[src/rtl/ibsc_pkg.sv]
// shared types, constants and tables of the induction balance signal classifier
`timescale 1ns / 1ps
package ibsc_pkg;

   localparam int unsigned CAL_SAMPLES = 100;
   localparam int unsigned CORDIC_STEPS = 15;
   localparam int unsigned DIV_BITS = 24;

   localparam logic [1:0] REG_DETECT_THRESHOLD = 2'd0;
   localparam logic [1:0] REG_BALANCE_ENABLE = 2'd1;
   localparam logic [1:0] REG_BALANCE_INTERVAL = 2'd2;

   localparam logic signed [16:0] PI_UNITS = 17'sd46083;
   localparam logic [9:0] THRESHOLD_RESET = 10'd50;
   localparam logic [15:0] INTERVAL_RESET = 16'd500;

   typedef struct packed {
      logic start;
      logic signed [DIV_BITS:0] num;
      logic [15:0] den;
   } div_req_type;

   typedef struct packed {
      logic done;
      logic signed [DIV_BITS:0] quo;
   } div_rsp_type;

   typedef struct packed {
      logic start;
      logic signed [15:0] x;
      logic signed [15:0] y;
   } cordic_req_type;

   typedef struct packed {
      logic done;
      logic signed [8:0] phase;
   } cordic_rsp_type;

   function automatic logic [13:0] atan_unit(input logic [3:0] i);
      logic [13:0] v;
      unique case (i)
         4'd0: v = 14'd11521;
         4'd1: v = 14'd6801;
         4'd2: v = 14'd3594;
         4'd3: v = 14'd1824;
         4'd4: v = 14'd916;
         4'd5: v = 14'd458;
         4'd6: v = 14'd229;
         4'd7: v = 14'd115;
         4'd8: v = 14'd57;
         4'd9: v = 14'd29;
         4'd10: v = 14'd14;
         4'd11: v = 14'd7;
         4'd12: v = 14'd4;
         4'd13: v = 14'd2;
         4'd14: v = 14'd1;
         default: v = 14'd0;
      endcase
      return v;
   endfunction

endpackage

[src/rtl/induction_balance_signal_classifier.sv]
// top level: sequencer, state, registers and result register of the classifier
//
// channel  direction  handshake              payload
// req      in         req_valid/req_ready    req_sample, req_now_ms
// rsp      out        rsp_valid/rsp_ready    rsp_calibrating .. rsp_tone_freq
// csr      in         csr_valid/csr_ready    csr_index, csr_data
//
// a calibration sample adds to the sum, the last one also runs the /100 divide
// a detection runs the balance divide when due, the cordic and the two divides,
// on the shared 24-step divider and the 15-step cordic loop
// synchronous reset clears the state and the registers to their defaults
// a new transaction is taken while the previous result waits for rsp_ready
`timescale 1ns / 1ps
module induction_balance_signal_classifier (
   input  logic clock,
   input  logic reset,
   input  logic req_valid,
   output logic req_ready,
   input  logic signed [15:0] req_sample,
   input  logic [31:0] req_now_ms,
   output logic rsp_valid,
   input  logic rsp_ready,
   output logic rsp_calibrating,
   output logic signed [15:0] rsp_difference,
   output logic signed [7:0] rsp_target_index,
   output logic rsp_tone_on,
   output logic [15:0] rsp_tone_freq,
   input  logic csr_valid,
   output logic csr_ready,
   input  logic [1:0] csr_index,
   input  logic [15:0] csr_data
);
   import ibsc_pkg::*;

   typedef enum logic [6:0] {
      ST_IDLE    = 7'b0000001,
      ST_DIV_CAL = 7'b0000010,
      ST_DIV_BAL = 7'b0000100,
      ST_CORDIC  = 7'b0001000,
      ST_DIV_A10 = 7'b0010000,
      ST_DIV_VDI = 7'b0100000,
      ST_DONE    = 7'b1000000
   } state_type;

   state_type state_ff, state_in;
   logic launch_ff, launch_in;
   logic [9:0] thr_ff;
   logic bal_en_ff;
   logic [15:0] interval_ff;
   logic signed [15:0] base_ff, base_in;
   logic signed [23:0] sum_ff, sum_in;
   logic [8:0] count_ff, count_in;
   logic [31:0] last_ff, last_in;
   logic signed [15:0] s_ff, s_in;
   logic [31:0] now_ff, now_in;
   logic signed [15:0] d_ff, d_in;
   logic [16:0] a_ff, a_in;
   logic cal_ff, cal_in;
   logic tone_ff, tone_in;
   logic [11:0] a10p1_ff, a10p1_in;
   logic signed [7:0] vdi_ff, vdi_in;
   logic out_valid_ff, out_valid_in;
   logic out_cal_ff, out_cal_in;
   logic signed [15:0] out_diff_ff, out_diff_in;
   logic signed [7:0] out_vdi_ff, out_vdi_in;
   logic out_tone_ff, out_tone_in;
   logic [15:0] out_freq_ff, out_freq_in;

   div_req_type div_req;
   div_rsp_type div_rsp;
   cordic_req_type cordic_req;
   cordic_rsp_type cordic_rsp;

   logic signed [15:0] d_new;
   logic [16:0] a_new;
   logic bal_go;
   logic detect;
   logic signed [24:0] vdi_prod;
   logic [17:0] freq_sum;
   logic [15:0] freq_adj;

   ibsc_div u_div (
      .clock(clock),
      .reset(reset),
      .div_req(div_req),
      .div_rsp(div_rsp)
   );

   ibsc_cordic u_cordic (
      .clock(clock),
      .reset(reset),
      .cordic_req(cordic_req),
      .cordic_rsp(cordic_rsp)
   );

   assign req_ready = (state_ff == ST_IDLE);
   assign csr_ready = 1'b1;

   always_comb begin
      d_new = req_sample - base_ff;
      a_new = d_new[15] ? 17'(-{d_new[15], d_new}) : {1'b0, d_new};
      bal_go = bal_en_ff && ((req_now_ms - last_ff) > {16'h0000, interval_ff});
      detect = a_ff > {7'b0000000, thr_ff};
      vdi_prod = 25'($signed({{16{cordic_rsp.phase[8]}}, cordic_rsp.phase}) * 25'sd100);

      cordic_req.start = launch_ff && (state_ff == ST_CORDIC);
      cordic_req.x = base_ff;
      cordic_req.y = d_ff;

      div_req.start = launch_ff && (state_ff != ST_CORDIC);
      div_req.num = '0;
      div_req.den = 16'd1;
      unique case (state_ff)
         ST_DIV_CAL: begin
            div_req.num = {sum_ff[23], sum_ff};
            div_req.den = 16'(CAL_SAMPLES);
         end
         ST_DIV_BAL: begin
            div_req.num = 25'($signed({{9{base_ff[15]}}, base_ff}) * 25'sd49)
                          + $signed({{9{s_ff[15]}}, s_ff});
            div_req.den = 16'd50;
         end
         ST_DIV_A10: begin
            div_req.num = $signed({8'h00, a_ff});
            div_req.den = 16'd10;
         end
         ST_DIV_VDI: begin
            div_req.num = vdi_prod;
            div_req.den = {4'h0, a10p1_ff};
         end
         default: begin
            div_req.num = '0;
            div_req.den = 16'd1;
         end
      endcase
   end

   always_comb begin
      state_in = state_ff;
      base_in = base_ff;
      sum_in = sum_ff;
      count_in = count_ff;
      last_in = last_ff;
      s_in = s_ff;
      now_in = now_ff;
      d_in = d_ff;
      a_in = a_ff;
      cal_in = cal_ff;
      tone_in = tone_ff;
      a10p1_in = a10p1_ff;
      vdi_in = vdi_ff;
      out_valid_in = out_valid_ff && !rsp_ready;
      out_cal_in = out_cal_ff;
      out_diff_in = out_diff_ff;
      out_vdi_in = out_vdi_ff;
      out_tone_in = out_tone_ff;
      out_freq_in = out_freq_ff;
      freq_sum = 18'd500 + {a_ff, 1'b0};
      freq_adj = 16'd0;
      if (vdi_ff < -8'sd30) begin
         freq_adj = 16'd200;
      end else if (vdi_ff > 8'sd30) begin
         freq_adj = 16'd400;
      end

      unique case (state_ff)
         ST_IDLE: begin
            if (req_valid) begin
               s_in = req_sample;
               now_in = req_now_ms;
               tone_in = 1'b0;
               vdi_in = '0;
               if (count_ff < 9'(CAL_SAMPLES)) begin
                  cal_in = 1'b1;
                  sum_in = sum_ff + {{8{req_sample[15]}}, req_sample};
                  count_in = count_ff + 9'd1;
                  state_in = (count_ff + 9'd1 == 9'(CAL_SAMPLES)) ? ST_DIV_CAL : ST_DONE;
               end else begin
                  cal_in = 1'b0;
                  d_in = d_new;
                  a_in = a_new;
                  if (bal_go) begin
                     state_in = ST_DIV_BAL;
                  end else if (a_new > {7'b0000000, thr_ff}) begin
                     state_in = ST_CORDIC;
                  end else begin
                     state_in = ST_DONE;
                  end
               end
            end
         end
         ST_DIV_CAL: begin
            if (div_rsp.done) begin
               base_in = div_rsp.quo[15:0];
               state_in = ST_DONE;
            end
         end
         ST_DIV_BAL: begin
            if (div_rsp.done) begin
               base_in = div_rsp.quo[15:0];
               last_in = now_ff;
               state_in = detect ? ST_CORDIC : ST_DONE;
            end
         end
         ST_CORDIC: begin
            if (cordic_rsp.done) begin
               state_in = ST_DIV_A10;
            end
         end
         ST_DIV_A10: begin
            if (div_rsp.done) begin
               a10p1_in = div_rsp.quo[11:0] + 12'd1;
               state_in = ST_DIV_VDI;
            end
         end
         ST_DIV_VDI: begin
            if (div_rsp.done) begin
               tone_in = 1'b1;
               if (div_rsp.quo > 25'sd100) begin
                  vdi_in = 8'sd100;
               end else if (div_rsp.quo < -25'sd100) begin
                  vdi_in = -8'sd100;
               end else begin
                  vdi_in = div_rsp.quo[7:0];
               end
               state_in = ST_DONE;
            end
         end
         ST_DONE: begin
            if (!out_valid_ff || rsp_ready) begin
               out_valid_in = 1'b1;
               out_cal_in = cal_ff;
               out_diff_in = cal_ff ? 16'sd0 : d_ff;
               out_vdi_in = tone_ff ? vdi_ff : 8'sd0;
               out_tone_in = tone_ff;
               out_freq_in = tone_ff ? 16'(freq_sum) + freq_adj : 16'd0;
               state_in = ST_IDLE;
            end
         end
         default: begin
            state_in = ST_IDLE;
         end
      endcase

      launch_in = (state_in != state_ff) && (state_in != ST_IDLE) && (state_in != ST_DONE);
   end

   always_ff @(posedge clock) begin
      if (reset) begin
         state_ff <= ST_IDLE;
         launch_ff <= 1'b0;
         thr_ff <= THRESHOLD_RESET;
         bal_en_ff <= 1'b1;
         interval_ff <= INTERVAL_RESET;
         base_ff <= '0;
         sum_ff <= '0;
         count_ff <= '0;
         last_ff <= '0;
         out_valid_ff <= 1'b0;
      end else begin
         state_ff <= state_in;
         launch_ff <= launch_in;
         base_ff <= base_in;
         sum_ff <= sum_in;
         count_ff <= count_in;
         last_ff <= last_in;
         out_valid_ff <= out_valid_in;
         if (csr_valid) begin
            unique case (csr_index)
               REG_DETECT_THRESHOLD: thr_ff <= csr_data[9:0];
               REG_BALANCE_ENABLE: bal_en_ff <= csr_data[0];
               REG_BALANCE_INTERVAL: interval_ff <= csr_data;
               default: begin
               end
            endcase
         end
      end
      s_ff <= s_in;
      now_ff <= now_in;
      d_ff <= d_in;
      a_ff <= a_in;
      cal_ff <= cal_in;
      tone_ff <= tone_in;
      a10p1_ff <= a10p1_in;
      vdi_ff <= vdi_in;
      out_cal_ff <= out_cal_in;
      out_diff_ff <= out_diff_in;
      out_vdi_ff <= out_vdi_in;
      out_tone_ff <= out_tone_in;
      out_freq_ff <= out_freq_in;
   end

   assign rsp_valid = out_valid_ff;
   assign rsp_calibrating = out_cal_ff;
   assign rsp_difference = out_diff_ff;
   assign rsp_target_index = out_vdi_ff;
   assign rsp_tone_on = out_tone_ff;
   assign rsp_tone_freq = out_freq_ff;

endmodule

[src/rtl/ibsc_div.sv]
// shared iterative signed divider, one quotient bit per cycle, truncating
`timescale 1ns / 1ps
module ibsc_div (
   input  logic clock,
   input  logic reset,
   input  ibsc_pkg::div_req_type div_req,
   output ibsc_pkg::div_rsp_type div_rsp
);
   import ibsc_pkg::*;

   logic busy_ff, busy_in;
   logic done_ff, done_in;
   logic neg_ff, neg_in;
   logic [15:0] den_ff, den_in;
   logic [15:0] rem_ff, rem_in;
   logic [DIV_BITS-1:0] quo_ff, quo_in;
   logic [4:0] cnt_ff, cnt_in;
   logic [DIV_BITS:0] mag;
   logic [16:0] shifted;

   always_comb begin
      mag = div_req.num[DIV_BITS] ? -div_req.num : div_req.num;
      shifted = {rem_ff, quo_ff[DIV_BITS-1]};
      busy_in = busy_ff;
      done_in = 1'b0;
      neg_in = neg_ff;
      den_in = den_ff;
      rem_in = rem_ff;
      quo_in = quo_ff;
      cnt_in = cnt_ff;
      if (div_req.start) begin
         busy_in = 1'b1;
         neg_in = div_req.num[DIV_BITS];
         den_in = div_req.den;
         rem_in = '0;
         quo_in = mag[DIV_BITS-1:0];
         cnt_in = 5'(DIV_BITS);
      end else if (busy_ff) begin
         if (shifted >= {1'b0, den_ff}) begin
            rem_in = 16'(shifted - {1'b0, den_ff});
            quo_in = {quo_ff[DIV_BITS-2:0], 1'b1};
         end else begin
            rem_in = shifted[15:0];
            quo_in = {quo_ff[DIV_BITS-2:0], 1'b0};
         end
         cnt_in = cnt_ff - 5'd1;
         if (cnt_ff == 5'd1) begin
            busy_in = 1'b0;
            done_in = 1'b1;
         end
      end
   end

   always_ff @(posedge clock) begin
      if (reset) begin
         busy_ff <= 1'b0;
         done_ff <= 1'b0;
      end else begin
         busy_ff <= busy_in;
         done_ff <= done_in;
      end
      neg_ff <= neg_in;
      den_ff <= den_in;
      rem_ff <= rem_in;
      quo_ff <= quo_in;
      cnt_ff <= cnt_in;
   end

   assign div_rsp.done = done_ff;
   assign div_rsp.quo = neg_ff ? -$signed({1'b0, quo_ff}) : $signed({1'b0, quo_ff});

endmodule

[src/rtl/ibsc_cordic.sv]
// iterative cordic vectoring unit giving the phase in units of 57.3 per radian
`timescale 1ns / 1ps
module ibsc_cordic (
   input  logic clock,
   input  logic reset,
   input  ibsc_pkg::cordic_req_type cordic_req,
   output ibsc_pkg::cordic_rsp_type cordic_rsp
);
   import ibsc_pkg::*;

   logic busy_ff, busy_in;
   logic done_ff, done_in;
   logic xneg_ff, xneg_in;
   logic yneg_ff, yneg_in;
   logic zero_ff, zero_in;
   logic signed [37:0] ax_ff, ax_in;
   logic signed [37:0] ay_ff, ay_in;
   logic signed [16:0] z_ff, z_in;
   logic [3:0] i_ff, i_in;
   logic signed [16:0] absx, absy;
   logic signed [37:0] sx, sy;
   logic signed [16:0] tab;
   logic signed [16:0] zc, mag;
   logic [7:0] mag_int;

   always_comb begin
      absx = cordic_req.x[15] ? -{cordic_req.x[15], cordic_req.x}
                              : {cordic_req.x[15], cordic_req.x};
      absy = cordic_req.y[15] ? -{cordic_req.y[15], cordic_req.y}
                              : {cordic_req.y[15], cordic_req.y};
      sx = ax_ff >>> i_ff;
      sy = ay_ff >>> i_ff;
      tab = $signed({3'b000, atan_unit(i_ff)});
      busy_in = busy_ff;
      done_in = 1'b0;
      xneg_in = xneg_ff;
      yneg_in = yneg_ff;
      zero_in = zero_ff;
      ax_in = ax_ff;
      ay_in = ay_ff;
      z_in = z_ff;
      i_in = i_ff;
      if (cordic_req.start) begin
         busy_in = 1'b1;
         xneg_in = cordic_req.x[15];
         yneg_in = cordic_req.y[15];
         zero_in = (cordic_req.x == 16'sd0) && (cordic_req.y == 16'sd0);
         ax_in = $signed({5'b00000, absx, 16'h0000});
         ay_in = $signed({5'b00000, absy, 16'h0000});
         z_in = '0;
         i_in = '0;
      end else if (busy_ff) begin
         if (ay_ff > 38'sd0) begin
            ax_in = ax_ff + sy;
            ay_in = ay_ff - sx;
            z_in = z_ff + tab;
         end else begin
            ax_in = ax_ff - sy;
            ay_in = ay_ff + sx;
            z_in = z_ff - tab;
         end
         i_in = i_ff + 4'd1;
         if (i_ff == 4'(CORDIC_STEPS - 1)) begin
            busy_in = 1'b0;
            done_in = 1'b1;
         end
      end
   end

   always_comb begin
      zc = z_ff[16] ? 17'sd0 : z_ff;
      mag = xneg_ff ? PI_UNITS - zc : zc;
      mag_int = (mag[16] || zero_ff) ? 8'd0 : mag[15:8];
      cordic_rsp.done = done_ff;
      cordic_rsp.phase = yneg_ff ? -$signed({1'b0, mag_int}) : $signed({1'b0, mag_int});
   end

   always_ff @(posedge clock) begin
      if (reset) begin
         busy_ff <= 1'b0;
         done_ff <= 1'b0;
      end else begin
         busy_ff <= busy_in;
         done_ff <= done_in;
      end
      xneg_ff <= xneg_in;
      yneg_ff <= yneg_in;
      zero_ff <= zero_in;
      ax_ff <= ax_in;
      ay_ff <= ay_in;
      z_ff <= z_in;
      i_ff <= i_in;
   end

endmodule

[config.mk]
export PLATFORM = sky130hd
export DESIGN_NAME = induction_balance_signal_classifier
export DESIGN_NICKNAME = d
export VERILOG_FILES = /design/src/rtl/ibsc_pkg.sv /design/src/rtl/induction_balance_signal_classifier.sv /design/src/rtl/ibsc_div.sv /design/src/rtl/ibsc_cordic.sv
export SDC_FILE = /design/constraint.sdc
export NUM_CORES = 2
export LEC_CHECK = 0
export BUFFER_PORTS_ARGS = -buffer_cell sky130_fd_sc_hd__buf_2
export CORE_MARGIN = 2
export CORE_UTILIZATION = 38
export DETAILED_ROUTE_END_ITERATION = 8
export REMOVE_ABC_BUFFERS = 1
export SLEW_MARGIN = 5
export SYNTH_ARGS = -nofsm -noshare
export SYNTH_HDL_FRONTEND = slang
export SYNTH_SLANG_ARGS = --single-unit
[constraint.sdc]
create_clock -name clock -period 8.9 [get_ports clock]
set_clock_uncertainty 0.05 [all_clocks]
set_input_delay 1.78 -clock clock [delete_from_list [all_inputs] [get_ports clock]]
set_output_delay 1.78 -clock clock [all_outputs]
set_load 0.005 [all_outputs]
==> impl_metrics.tcl <==
set metrics [dict create \
    synthMuxAreaShare_pct 8.694 \
    final-hold-violation-count 0 \
    critical_path_class "flop to flop" \
    ys_ff_latch 436 \
    drtIter0Drc 2838 \
    cts_resized 0 \
    syn_inst 4408 \
    numCtsBuffers 51 \
    coreArea_um2 100000 \
    grt_max_degree 95 \
    grt_pass1_wl_um 177900 \
    fin_nets 4901 \
    dr.pass1.iters 8 \
    antenna_found_initial 2 \
    antenna_left 0 \
    cap_violations 0 \
    leakage_uw 0.01741 \
    drive_gt1_share_pct 8.442 \
    vias 32860 \
    clk_path_buf_depth 3 \
    syn_avg_cell_area_um2 8.700 \
    synthSimpleGateAreaFrac_pct 17.30 \
    synth_compound_area_share_pct 18.23 \
    p_int_uw 4043 \
    start_kind "flop" \
    hpwlAfterDp_um 86880 \
    fmax_mhz 130.8 \
    synth_xor_area_share_pct 7.993 \
    synth-adder-area-share_pct 14.18 \
    die_y_um 321.7 \
    post_drt_wl_per_cell_um 19.90 \
    async_reset_ff_share_pct 0 \
    fin_setup_tns_ns 0 \
    die_area_um2 103500 \
    p_switching_uw 1772 \
    hold_path.class "flop to flop" \
    cp-end-kind "flop" \
    die_w_um 321.7 \
    final_cells 5765 \
    drcViolationCount 0 \
    synth-warning-count 0 \
    io_buffers 113 \
    period_share_pct 85.90 \
    p_seq_share_pct 40.4 \
    synth_top_area_share_pct 16.99 \
    critPathMaxFanout 9 \
    worst_slack_ns 1.255 \
    worst_ep_arrival_time_ns 8.09 \
    power_density_nw_per_um2 138.9 \
    ys.flop_type "dfxtp_1" \
    rsz0062_at_grt "false" \
    synthDistinctLibCells 106 \
    place.gp.congestion 0.9294 \
    combPwrFrac_pct 20.6 \
    drt-total-wl_um 114700 \
    outcome "finished clean" \
    worst_slew_pin_slew_ns 1.274 \
    overflow 0 \
    h-tree-depth 2 \
    io_pins 116 \
    synth_top_family_by_area "compound AO/OA/AOI/OAI gates" \
    synth_edf_count 217 \
    p_clk_share_pct 39.0 \
    routed_via_density 5.700 \
    cts_setup_buffers 0 \
    grt.total_usage_pct 21.68 \
    cp.required_ns 9.35 \
    numClockSinks 436 \
    nFillCells 9922 \
    cts_hold_buffers 0 \
    num_rows 116 \
    cts_tree "done" \
    finalPower_uw 5816 \
    vdd_drop_max_uv 154.0 \
    fin_crit_ns 7.645 \
    synth.area.top_cells "edfxtp_1 (17%), ha_1 (12%), dfxtp_1 (11%)" \
    clk_latency_ns 0.66 \
    synth.largest_area_cell "edfxtp_1" \
    area.growth.synth_to_final_pct 9.138 \
    finalSetupViolCount 0 \
    ys_seq_area_share_pct 28.42 \
    slew_headroom_pct 14.39 \
    start_util_pct 38.35 \
    clk_pin_slew_ns 0.07 \
    dpl_worst_slack_ns 1.381 \
    netlist_area_um2 38350 \
    netSwitchingFraction_pct 30.47 \
    first_global_vias 30920 \
    dp.cells 5668 \
    cts_root_buf "clkbuf_16" \
    maxSlewViolCount 0 \
    final_util_pct 41.86 \
]
cell families after synthesis:
group,after synthesis
muxes,226
other,2
and+or+nand+nor,1393
xor gates and xnor gates,350
AOI/OAI and AO/OA,1098
buffers and inverters,496
DFF,436
adders and majority gates,407
stage by stage:
step,instance area (um2),hold WS (ns)
after global routing,41850,0.4228
after CTS,41850,0.4055
final,41860,0.4032
after global placement,40050,0.3928
after floorplan,37520,0.3803
after detailed placement,40050,0.3975
area by class of cell:
type	instances	area, um2	share of cell area (%)
Antenna cell	1	2.502	0.005979
Clock buffer	75	1529	3.653
Clock inverter	21	274.0	0.6547
Inverter	305	1145	2.735
Multi-Input combinational cell	3477	25500	60.93
Sequential cell	436	10920	26.08
Tap cell	1298	1624	3.880
Timing Repair Buffer	152	860.8	2.057
synth_stat cells, drive strengths merged, types with 75 or more instances:
cell,count
nor2,348
xnor2,197
inv,304
ha,361
nor3,75
mux2i,123
nand2,490
a21o,96
clkbuf,138
o21ai,233
dfxtp,219
xor2,153
edfxtp,217
a21oi,321
nand3,91
path summary, 6_finish.rpt:
path	start	to	slack (ns)	cells after the start
worst max-delay path	u_cordic.z_ff[2]	u_div.quo_ff[22]	1.26	26
worst min-delay path	thr_ff[2]	thr_ff[2]	0.40	2
worst max register to register	u_cordic.z_ff[2]	u_div.quo_ff[22]	1.26	26
worst min register to register	thr_ff[2]	thr_ff[2]	0.40	2
critical path, cell delays in order (launching register included):
cell and delay [ns]:
dfxtp_1 0.34, or4_4 0.58, nor4_4 0.30, o21ai_1 0.17, or2_0 0.37, or3_1 0.45, ha_1 0.24, nor2_1 0.18
xnor2_1 0.20, ha_1 0.29, ha_1 0.32, xor2_1 0.17, ha_1 0.32, ha_1 0.23, fa_1 0.42, a21o_1 0.20
a21oi_1 0.21, o21bai_1 0.09, a21oi_1 0.24, xnor2_1 0.09, a221oi_1 0.37, o221ai_1 0.24, nor2_1 0.20, nand4_1 0.27
or2_1 0.35, or4_1 0.48, nand3_1 0.11
placed cells by master (no fill, tap or decap), types with 40 or more instances in the layout:
cell type / instances
buf_2: 112
nor2b_1: 62
inv_1: 300
a211oi_1: 43
nand2b_1: 52
fa_1: 46
nand2_1: 487
clkbuf_16: 53
edfxtp_1: 217
o21a_1: 44
nor2_1: 343
xnor2_1: 197
a31oi_1: 49
o22ai_1: 42
dfxtp_1: 214
mux4_2: 49
nor3_1: 73
nand3_1: 91
mux2i_1: 121
buf_4: 40
xor2_1: 153
a21oi_1: 321
o21ai_0: 229
a21o_1: 96
ha_1: 361
and2_1: 43
per-layer routing:
layer	global-route usage, %	part of all wire, %
met1	30.53	46
met2	34.48	45
met3	3.056	6.8
met4	6.220	2.7
met5	0	0
state kept, by name, indices dropped and copies added, names as in the netlist, 9 cells and up:
| signal | flops |
|---|---|
| sum_ff | 24 |
| a10p1_ff | 12 |
| u_div.quo_ff | 24 |
| u_cordic.ax_ff | 38 |
| s_ff | 16 |
| u_cordic.tab | 14 |
| interval_ff | 16 |
| base_ff | 16 |
| count_ff | 9 |
| rsp_difference | 16 |
| a_ff | 16 |
| d_ff | 16 |
| u_div.rem_ff | 16 |
| u_div.den_ff | 12 |
| last_ff | 32 |
| u_cordic.z_ff | 17 |
| now_ff | 32 |
| rsp_tone_freq | 15 |
| thr_ff | 10 |
| u_cordic.ay_ff | 38 |
power by group through the flow:
stage	clock (uW)	sequential, uW	combinational (uW)
3_5_place_dp	0	2390	1180
3_3_place_gp	0	2390	1170
4_1_cts	2320	2340	1190
5_1_grt	2400	2360	1350
6_report	2270	2350	1200
2_1_floorplan	0	2360	880
(Power assumes the default switching activity.)
